==> src/hw/rtl/twfq_pkg.sv <==
// ----------------------------------------------------------------------------
// twfq_pkg: shared types and codes of the frame queue
// Cell control word, operation codes and configuration register indexes.
// ----------------------------------------------------------------------------
package twfq_pkg;

    // operation codes of an input item
    localparam logic FUNC_PUSH  = 1'b0;
    localparam logic FUNC_QUERY = 1'b1;

    // configuration register indexes
    localparam logic REG_SPAN_CAP  = 1'b0;
    localparam logic REG_HIGH_WM   = 1'b1;

    // configuration register width and reset values
    localparam int unsigned CFG_BITS = 32;
    localparam logic [CFG_BITS-1:0] SPAN_CAP_RESET = 32'd500000;
    localparam logic [CFG_BITS-1:0] HIGH_WM_RESET  = 32'd300000;

    // per-cell control: take the neighbor's entry, or load a new one
    typedef struct packed {
        logic shift;
        logic load;
    } cell_ctrl_t;

endpackage

==> src/hw/rtl/time_window_frame_queue.sv <==
// ----------------------------------------------------------------------------
// time_window_frame_queue: timestamp-windowed frame queue with nearest match
// Ring of entry cells, oldest in cell 0, with a push/trim/scan sequencer.
// ----------------------------------------------------------------------------
// Usage: the input channel (in_valid, in_stall, func, stamp, tag_in) takes
// one item at a time; func selects push or query. Each item gives exactly one
// result item on the output channel (out_valid, out_stall, tag_out, tag_valid,
// held_count, pause_producer, full_drop), held in an output register.
// Steps: a push is accepted, then loaded (ST_PUSH), then trimmed one dropped
// entry at a time up to a final check (ST_TRIM); then its result is registered
// (ST_DONE). A query walks the whole ring of QUEUE_DEPTH cells past the
// compare unit at cell 0, one cell per cycle (ST_SCAN); a query on an empty
// queue goes straight to ST_DONE. in_stall is high while an item is in work;
// a new item may be taken while a finished result still waits in the output
// register. When the receiver stalls, the result holds and a following item
// waits at its end. Configuration (cfg_write, cfg_index, cfg_data) is for the
// user to write while idle; the block itself does not enforce it. Reset empties
// the queue, forgets the last tag and restores the register defaults; cell
// contents are not cleared, they are never read unheld.
// ----------------------------------------------------------------------------
module time_window_frame_queue
    import twfq_pkg::*;
#(
    parameter int QUEUE_DEPTH = 16,
    parameter int STAMP_BITS  = 32,
    parameter int TAG_BITS    = 16,
    localparam int COUNT_BITS = $clog2(QUEUE_DEPTH + 1)
)
(
    input  logic                  clk,
    input  logic                  rst_n,
    // configuration
    input  logic                  cfg_write,
    input  logic                  cfg_index,
    input  logic [CFG_BITS-1:0]   cfg_data,
    // input channel
    input  logic                  in_valid,
    output logic                  in_stall,
    input  logic                  func,
    input  logic [STAMP_BITS-1:0] stamp,
    input  logic [TAG_BITS-1:0]   tag_in,
    // output channel
    output logic                  out_valid,
    input  logic                  out_stall,
    output logic [TAG_BITS-1:0]   tag_out,
    output logic                  tag_valid,
    output logic [COUNT_BITS-1:0] held_count,
    output logic                  pause_producer,
    output logic                  full_drop
);

    localparam int CMP_BITS = (STAMP_BITS > CFG_BITS) ? STAMP_BITS : CFG_BITS;
    localparam logic [COUNT_BITS-1:0] DEPTH_C = COUNT_BITS'(QUEUE_DEPTH);
    localparam logic [COUNT_BITS-1:0] LAST_C  = COUNT_BITS'(QUEUE_DEPTH - 1);

    // sequencer states
    localparam logic [2:0] ST_IDLE = 3'd0;
    localparam logic [2:0] ST_PUSH = 3'd1;
    localparam logic [2:0] ST_TRIM = 3'd2;
    localparam logic [2:0] ST_SCAN = 3'd3;
    localparam logic [2:0] ST_DONE = 3'd4;

    logic [2:0]            state_reg, state_next;
    logic [CFG_BITS-1:0]   span_cap_reg, high_wm_reg;
    logic [COUNT_BITS-1:0] count_reg, count_next;
    logic [COUNT_BITS-1:0] walk_reg, walk_next;
    logic [TAG_BITS-1:0]   last_tag_reg, last_tag_next;
    logic                  last_valid_reg, last_valid_next;
    logic [STAMP_BITS-1:0] newest_reg, newest_next;
    logic [STAMP_BITS-1:0] item_stamp_reg, item_stamp_next;
    logic [TAG_BITS-1:0]   item_tag_reg, item_tag_next;
    logic [STAMP_BITS-1:0] best_dist_reg, best_dist_next;
    logic [TAG_BITS-1:0]   res_tag_reg, res_tag_next;
    logic                  res_valid_reg, res_valid_next;
    logic                  res_drop_reg, res_drop_next;

    logic                  out_valid_reg, out_valid_next;
    logic [TAG_BITS-1:0]   out_tag_reg, out_tag_next;
    logic                  out_tag_valid_reg, out_tag_valid_next;
    logic [COUNT_BITS-1:0] out_count_reg, out_count_next;
    logic                  out_pause_reg, out_pause_next;
    logic                  out_drop_reg, out_drop_next;

    cell_ctrl_t            cell_ctrl [QUEUE_DEPTH];
    logic [STAMP_BITS-1:0] cell_stamp [QUEUE_DEPTH];
    logic [TAG_BITS-1:0]   cell_tag [QUEUE_DEPTH];

    logic                  in_accept;
    logic                  out_free;
    logic                  queue_full;
    logic                  shift_all;
    logic                  load_last;
    logic [COUNT_BITS-1:0] load_slot;
    logic                  load_any;
    logic                  newest_ge_oldest;
    logic [CMP_BITS-1:0]   span_wide;
    logic                  span_over_cap;
    logic [STAMP_BITS-1:0] gap_abs;

    assign in_accept = in_valid && !in_stall;
    assign out_free  = !out_valid_reg || !out_stall;
    assign in_stall  = (state_reg != ST_IDLE);
    assign queue_full = (count_reg == DEPTH_C);

    // held span against the oldest entry in cell 0
    assign newest_ge_oldest = (newest_reg >= cell_stamp[0]);
    assign span_wide     = CMP_BITS'(newest_reg - cell_stamp[0]);
    assign span_over_cap = newest_ge_oldest && (span_wide > CMP_BITS'(span_cap_reg));

    // absolute distance of the entry at cell 0 from the wanted time
    assign gap_abs = (cell_stamp[0] > item_stamp_reg) ? (cell_stamp[0] - item_stamp_reg)
                                                      : (item_stamp_reg - cell_stamp[0]);

    // chain controls: whole-ring rotation, or a load at one cell
    always_comb
    begin
        shift_all = 1'b0;
        load_last = 1'b0;
        load_any  = 1'b0;
        load_slot = count_reg;
        case (state_reg)
            ST_PUSH:
            begin
                load_any = 1'b1;
                if (queue_full)
                begin
                    shift_all = 1'b1;
                    load_last = 1'b1;
                    load_slot = LAST_C;
                end
            end
            ST_TRIM: shift_all = span_over_cap;
            ST_SCAN: shift_all = 1'b1;
            default: shift_all = 1'b0;
        endcase
    end

    // cell chain, each cell takes its upper neighbor, the last wraps to cell 0
    for (genvar i = 0; i < QUEUE_DEPTH; i++)
    begin : g_cell
        localparam int NB = (i + 1) % QUEUE_DEPTH;

        always_comb
        begin
            cell_ctrl[i].shift = shift_all;
            cell_ctrl[i].load  = load_any && (load_slot == COUNT_BITS'(i));
        end

        twfq_cell #(
            .STAMP_BITS (STAMP_BITS),
            .TAG_BITS   (TAG_BITS)
        ) u_cell (
            .clk        (clk),
            .ctrl       (cell_ctrl[i]),
            .load_stamp (item_stamp_reg),
            .load_tag   (item_tag_reg),
            .next_stamp (cell_stamp[NB]),
            .next_tag   (cell_tag[NB]),
            .stamp      (cell_stamp[i]),
            .tag        (cell_tag[i])
        );
    end

    // sequencer
    always_comb
    begin
        state_next      = state_reg;
        count_next      = count_reg;
        walk_next       = walk_reg;
        last_tag_next   = last_tag_reg;
        last_valid_next = last_valid_reg;
        newest_next     = newest_reg;
        item_stamp_next = item_stamp_reg;
        item_tag_next   = item_tag_reg;
        best_dist_next  = best_dist_reg;
        res_tag_next    = res_tag_reg;
        res_valid_next  = res_valid_reg;
        res_drop_next   = res_drop_reg;

        out_valid_next     = out_valid_reg && out_stall;
        out_tag_next       = out_tag_reg;
        out_tag_valid_next = out_tag_valid_reg;
        out_count_next     = out_count_reg;
        out_pause_next     = out_pause_reg;
        out_drop_next      = out_drop_reg;

        case (state_reg)
            ST_IDLE:
            begin
                if (in_accept)
                begin
                    item_stamp_next = stamp;
                    item_tag_next   = tag_in;
                    res_tag_next    = '0;
                    res_valid_next  = 1'b0;
                    res_drop_next   = 1'b0;
                    walk_next       = '0;
                    if (func == FUNC_PUSH)
                        state_next = ST_PUSH;
                    else if (count_reg == '0)
                    begin
                        // empty queue answers with the last pushed tag
                        res_tag_next   = last_tag_reg;
                        res_valid_next = last_valid_reg;
                        state_next     = ST_DONE;
                    end
                    else
                    begin
                        res_valid_next = 1'b1;
                        state_next     = ST_SCAN;
                    end
                end
            end
            ST_PUSH:
            begin
                if (!queue_full)
                    count_next = count_reg + 1'b1;
                res_drop_next   = queue_full;
                newest_next     = item_stamp_reg;
                last_tag_next   = item_tag_reg;
                last_valid_next = 1'b1;
                state_next      = ST_TRIM;
            end
            ST_TRIM:
            begin
                if (span_over_cap)
                    count_next = count_reg - 1'b1;
                else
                    state_next = ST_DONE;
            end
            ST_SCAN:
            begin
                // earliest entry wins ties: strict less-than
                if ((walk_reg < count_reg) && ((walk_reg == '0) || (gap_abs < best_dist_reg)))
                begin
                    best_dist_next = gap_abs;
                    res_tag_next   = cell_tag[0];
                end
                walk_next = walk_reg + 1'b1;
                if (walk_reg == LAST_C)
                    state_next = ST_DONE;
            end
            ST_DONE:
            begin
                if (out_free)
                begin
                    out_valid_next     = 1'b1;
                    out_tag_next       = res_tag_reg;
                    out_tag_valid_next = res_valid_reg;
                    out_count_next     = count_reg;
                    out_pause_next     = (count_reg != '0) && newest_ge_oldest &&
                                         (span_wide >= CMP_BITS'(high_wm_reg));
                    out_drop_next      = res_drop_reg;
                    state_next         = ST_IDLE;
                end
            end
            default: state_next = ST_IDLE;
        endcase
    end

    // control state
    always_ff @(posedge clk or negedge rst_n)
    begin
        if (!rst_n)
        begin
            state_reg      <= ST_IDLE;
            count_reg      <= '0;
            walk_reg       <= '0;
            last_tag_reg   <= '0;
            last_valid_reg <= 1'b0;
            out_valid_reg  <= 1'b0;
            span_cap_reg   <= SPAN_CAP_RESET;
            high_wm_reg    <= HIGH_WM_RESET;
        end
        else
        begin
            state_reg      <= state_next;
            count_reg      <= count_next;
            walk_reg       <= walk_next;
            last_tag_reg   <= last_tag_next;
            last_valid_reg <= last_valid_next;
            out_valid_reg  <= out_valid_next;
            if (cfg_write && (cfg_index == REG_SPAN_CAP))
                span_cap_reg <= cfg_data;
            if (cfg_write && (cfg_index == REG_HIGH_WM))
                high_wm_reg <= cfg_data;
        end
    end

    // working and result payload
    always_ff @(posedge clk)
    begin
        newest_reg        <= newest_next;
        item_stamp_reg    <= item_stamp_next;
        item_tag_reg      <= item_tag_next;
        best_dist_reg     <= best_dist_next;
        res_tag_reg       <= res_tag_next;
        res_valid_reg     <= res_valid_next;
        res_drop_reg      <= res_drop_next;
        out_tag_reg       <= out_tag_next;
        out_tag_valid_reg <= out_tag_valid_next;
        out_count_reg     <= out_count_next;
        out_pause_reg     <= out_pause_next;
        out_drop_reg      <= out_drop_next;
    end

    assign out_valid      = out_valid_reg;
    assign tag_out        = out_tag_reg;
    assign tag_valid      = out_tag_valid_reg;
    assign held_count     = out_count_reg;
    assign pause_producer = out_pause_reg;
    assign full_drop      = out_drop_reg;

endmodule

==> src/hw/rtl/twfq_cell.sv <==
// ----------------------------------------------------------------------------
// twfq_cell: one storage cell of the frame queue chain
// Holds one (timestamp, tag) entry; loads a new entry or takes its neighbor's.
// ----------------------------------------------------------------------------
module twfq_cell
    import twfq_pkg::*;
#(
    parameter int STAMP_BITS = 32,
    parameter int TAG_BITS   = 16
)
(
    input  logic                  clk,
    input  cell_ctrl_t            ctrl,
    input  logic [STAMP_BITS-1:0] load_stamp,
    input  logic [TAG_BITS-1:0]   load_tag,
    input  logic [STAMP_BITS-1:0] next_stamp,
    input  logic [TAG_BITS-1:0]   next_tag,
    output logic [STAMP_BITS-1:0] stamp,
    output logic [TAG_BITS-1:0]   tag
);

    logic [STAMP_BITS-1:0] stamp_reg;
    logic [TAG_BITS-1:0]   tag_reg;
    logic [STAMP_BITS-1:0] stamp_next;
    logic [TAG_BITS-1:0]   tag_next;

    // load has priority over the shift from the neighbor
    always_comb
    begin
        stamp_next = stamp_reg;
        tag_next   = tag_reg;
        if (ctrl.load)
        begin
            stamp_next = load_stamp;
            tag_next   = load_tag;
        end
        else if (ctrl.shift)
        begin
            stamp_next = next_stamp;
            tag_next   = next_tag;
        end
    end

    // entry payload, no reset needed
    always_ff @(posedge clk)
    begin
        stamp_reg <= stamp_next;
        tag_reg   <= tag_next;
    end

    assign stamp = stamp_reg;
    assign tag   = tag_reg;

endmodule
==> config.mk <==
export PLATFORM = sky130hd
export DESIGN_NAME = time_window_frame_queue
export DESIGN_NICKNAME = d
export VERILOG_FILES = /design/src/hw/rtl/twfq_pkg.sv /design/src/hw/rtl/time_window_frame_queue.sv /design/src/hw/rtl/twfq_cell.sv
export SDC_FILE = /design/constraint.sdc
export NUM_CORES = 1
export LEC_CHECK = 0
export ABC_AREA = 0
export BUFFER_PORTS_ARGS = -buffer_cell sky130_fd_sc_hd__buf_4
export CAP_MARGIN = 40
export CORE_MARGIN = 5
export CORE_UTILIZATION = 37
export CTS_BUF_LIST = sky130_fd_sc_hd__clkbuf_2
export CTS_CLUSTER_DIAMETER = 50
export DETAILED_ROUTE_END_ITERATION = 10
export GPL_ROUTABILITY_DRIVEN = 1
export PLACE_DENSITY = 0.5
export SETUP_SLACK_MARGIN = 0.5
export SYNTH_ARGS = -nofsm -noshare
export SYNTH_HDL_FRONTEND = slang
export SYNTH_SLANG_ARGS = --single-unit
export TNS_END_PERCENT = 30
==> constraint.sdc <==
create_clock -name clk -period 8.7 [get_ports clk]
set_clock_uncertainty 0.15 [all_clocks]
set_input_delay 1.305 -clock clk [delete_from_list [all_inputs] [get_ports clk]]
set_output_delay 1.305 -clock clk [all_outputs]
set_load 0.01 [all_outputs]
==> flow_metrics.py <==
metrics = {
    "cts": {
        "clk_pin_slew_ns": 0.12,
        "numCtsBuffers": 294,
        "clock_latency_ns": 1.52,
        "cts_tree": "done",
        "root_buffer": "clkbuf_2",
        "clk_path_buf_depth": 4,
        "cts_resized": 0,
        "cts_sinks": 1017,
        "cts_htree_levels": 5,
    },
    "floorplan": {
        "fp.dieArea_mm2": 0.136,
        "core_area_mm2": 0.128,
        "num_rows": 131,
        "die_height_um": 369,
        "start_util": 0.373,
        "chipWidth_um": 369,
        "num_io_pins": 113,
    },
    "power": {
        "leakage_uw": 0.0216,
        "powerDensity_mw_per_mm2": 328,
        "pwr-share-comb": 0.355,
        "p_clk_frac": 0.190,
        "seq_power_share": 0.456,
        "p_sw_uw": 6760,
        "p_int_uw": 11000,
        "swShare": 0.381,
        "ir_drop_mv": 0.182,
    },
    "critical_path": {
        "path_cells": "inv_1 > ha_1 > nor2b_1 > o31a_1 > o311a_1 > o221a_2 > o21a_1 > o21ai_0 > nand2b_1 > o311ai_0 > ha_1 > a21o_1 > a21o_1 > a21oi_1 > nor2_1 > a2111oi_1 > clkdlybuf4s15_2 > a21oi_1 > a21bo_2 > and3_1 > buf_4 > nand2_2 > buf_4",
        "reg2reg_depth": 23,
        "critPathKind": "reg2reg",
        "r2r-start": "g_cell[0].u_cell.stamp[1]$_DFFE_PP_",
        "rrSetupSlack_ns": 1.55,
        "crit_fanout": 31,
        "cp.arrival_ns": 8.15,
        "cp-endpoint": "g_cell[2].u_cell.stamp[16]$_DFFE_PP_",
        "start_kind": "flip-flop",
        "worst_setup_path_end_kind": "flip-flop",
        "slowest_delay_ns": 0.53,
        "slowest_stage": "o311ai_0",
        "startpoint": "g_cell[0].u_cell.stamp[1]$_DFFE_PP_",
        "worst_r2r_endpoint": "g_cell[2].u_cell.stamp[16]$_DFFE_PP_",
        "crit_required_ns": 9.70,
    },
    "timing": {
        "max_freq_ghz": 0.140,
        "slew_violations": 0,
        "fin_crit_ns": 7.15,
        "period_share": 0.822,
        "tightest_slew_ns": 1.02,
        "rsz0062_at_grt": "no",
        "final_hold_viol_count": 0,
        "slew_headroom": 0.321,
        "setup_tns_ns": 0,
        "setup_violations": 0,
    },
    "final_layout": {
        "multi_input_area_mm2": 0.0161,
        "fin_nets": 4506,
        "register_area_mm2": 0.0301,
        "syn2layout_area_growth_pct": 13.4,
        "layout_common_cells": "edfxtp_1 (922), nand2_1 (646), o21ai_0 (597), clkbuf_2 (399), mux2_2 (324)",
        "largest_reg_flops": 512,
        "drive_gt1_frac": 0.228,
        "fin_area_mm2": 0.0540,
        "final_common_cell": "edfxtp_1",
        "num-fill-cells": 12100,
    },
    "drt": {
        "wl_per_cell_um": 22.0,
        "totalWireLength_um": 133000,
        "dr.pass1.iters": 5,
        "detail-route-antenna-nets": 0,
        "vias_per_cell": 5.15,
        "drt_iter0_markers": 2258,
        "drc": 0,
        "vias": 31300,
    },
    "yosys": {
        "ys_seq_area_frac": 0.632,
        "ys_ff_latch": 1017,
        "async_reset_ff_frac": 0.0934,
        "syn_avg_cell_area_um2": 12.3,
        "syn-instance-count": 3879,
        "yosysUniqueCellTypes": 73,
        "synthFlopType": "edfxtp_1",
        "ys_warn_count": 0,
        "syn_area_mm2": 0.0476,
        "syn-num-nets": 4170,
        "synth_edf_count": 922,
    },
    "worst_hold_path": {
        "min_path_type": "reg2reg",
    },
    "global_routing": {
        "grt_usage": 0.193,
        "grt_pass1_wl_um": 201000,
        "grt_pass1_vias": 31500,
        "grt_max_degree": 82,
        "antenna_found_initial": 1,
        "overflow": 0,
    },
    "run_status": {
        "status": "finished, final reports clean",
    },
    "placement": {
        "placed_area_mm2": 0.0507,
        "hpwl_um": 89300,
        "port_buffers": 112,
        "place_congestion": 0.871,
    },
    "job": {
        "maxCapViolCount": 0,
    },
}
==> cells in the mapped netlist (all sizes together) (7+ instances only) <==
| cell | count | area (um2) |
|---|---|---|
| o31ai | 12 | 90.1 |
| o21bai | 10 | 75.1 |
| nand2 | 669 | 2510 |
| a22o | 16 | 140 |
| dfrtp | 80 | 2000 |
| o21ai | 599 | 3000 |
| ha | 200 | 2500 |
| nor2 | 55 | 206 |
| o21a | 12 | 90.1 |
| nor3 | 25 | 135 |
| xor2 | 28 | 245 |
| a211oi | 15 | 113 |
| a21oi | 129 | 646 |
| inv | 196 | 736 |
| dfstp | 15 | 394 |
| nand2b | 20 | 125 |
| mux2i | 8 | 80.1 |
| nor2b | 16 | 100 |
| edfxtp | 922 | 27700 |
| xnor2 | 30 | 263 |
| mux2 | 325 | 3660 |
| clkbuf | 211 | 792 |
| o211ai | 7 | 52.6 |
| a31oi | 12 | 75.1 |
| a21boi | 7 | 52.6 |
| nand3 | 37 | 185 |
| a21o | 66 | 495 |
| and3 | 11 | 68.8 |
| buf | 26 | 139 |
| nand4 | 34 | 213 |
==> power by group through the flow <==
stage | Sequential, uW | Combinational (uW) | Clock [uW]
floorplan | 7920 | 4070 | 0
global placement | 8230 | 6120 | 0
detailed placement | 8150 | 6260 | 0
CTS | 8080 | 6350 | 3520
global route | 8200 | 7010 | 3790
finish | 8070 | 6280 | 3360
==> cell type report <==
| cell class | count | area share |
|---|---|---|
| Timing Repair Buffer | 277 | 0.0484 |
| Clock buffer | 399 | 0.0370 |
| Multi-Input combinational cell | 2428 | 0.297 |
| Tap cell | 1662 | 0.0385 |
| Clock inverter | 88 | 0.00792 |
| Inverter | 197 | 0.0137 |
| Sequential cell | 1017 | 0.557 |
| Antenna cell | 2 | 0.0000927 |
==> per-layer routing <==
layer  part of all wire  up-vias  track usage
li1                   -    14900            -
met4              0.023        0       0.0619
met5                  0        -            0
met2               0.41     1043        0.272
met3              0.061      174       0.0390
met1               0.50    15100        0.298
==> worst min-delay path by stage <==
| stage | endpoint | cells past startpoint | from |
|---|---|---|---|
| after floorplan | full_drop$_DFFE_PP_ | 0 | res_drop_reg$_SDFFCE_PN0P_ |
| after global placement | tag_out[15]$_DFFE_PP_ | 0 | res_tag_reg[15]$_DFFE_PP_ |
| after detailed placement | tag_out[11]$_DFFE_PP_ | 0 | res_tag_reg[11]$_DFFE_PP_ |
| after CTS | span_cap_reg[18]$_DFFE_PN1P_ | 5 | cfg_index |
| after global routing | span_cap_reg[18]$_DFFE_PN1P_ | 5 | cfg_index |
| final | tag_out[15]$_DFFE_PP_ | 0 | res_tag_reg[15]$_DFFE_PP_ |
==> timing repair <==
| action | in CTS | in global routing |
|---|---|---|
| endpoints found under the hold margin | 173 | 0 |
| endpoints found under the setup margin | 0 | 0 |
| setup buffers | 0 | 0 |
| hold buffers | 86 | 0 |
==> kinds of logic (layout without fill, tap and decap cells) <==
logic type / after synthesis / in the layout / share of synthesized area
mux: 333 / 333 / 0.0786
compound gates: 930 / 930 / 0.110
other cells: 0 / 2 / 0
fa+ha+maj: 204 / 204 / 0.0542
xor+xnor: 58 / 58 / 0.0107
buf+inv: 434 / 961 / 0.0351
flops: 1017 / 1017 / 0.632
simple gates: 903 / 903 / 0.0800
==> worst max-delay path, delay by kind of cell, from the launching register on <==
family	cells	cell delay, ns
AO/OA/AOI/OAI	12	3.13
adder cells (fa/ha/maj)	2	0.62
flip-flops	1	0.50
AND/OR/NAND/NOR	5	1.11
buffers and inverters	4	1.26
==> per-stage QoR <==
stage	utilization	instances	setup WS, ns	total power, uW	hold WS, ns
floorplan	-	3879	0.921	12000	0.250
global placement	0.393	5472	1.37	14400	0.250
detailed placement	0.397	5495	1.55	14400	0.257
CTS	0.423	6068	1.48	17900	0.0134
global route	0.423	6069	1.10	19000	0.137
finish	0.423	6070	1.55	17700	0.264
(Power assumes the default switching activity.)
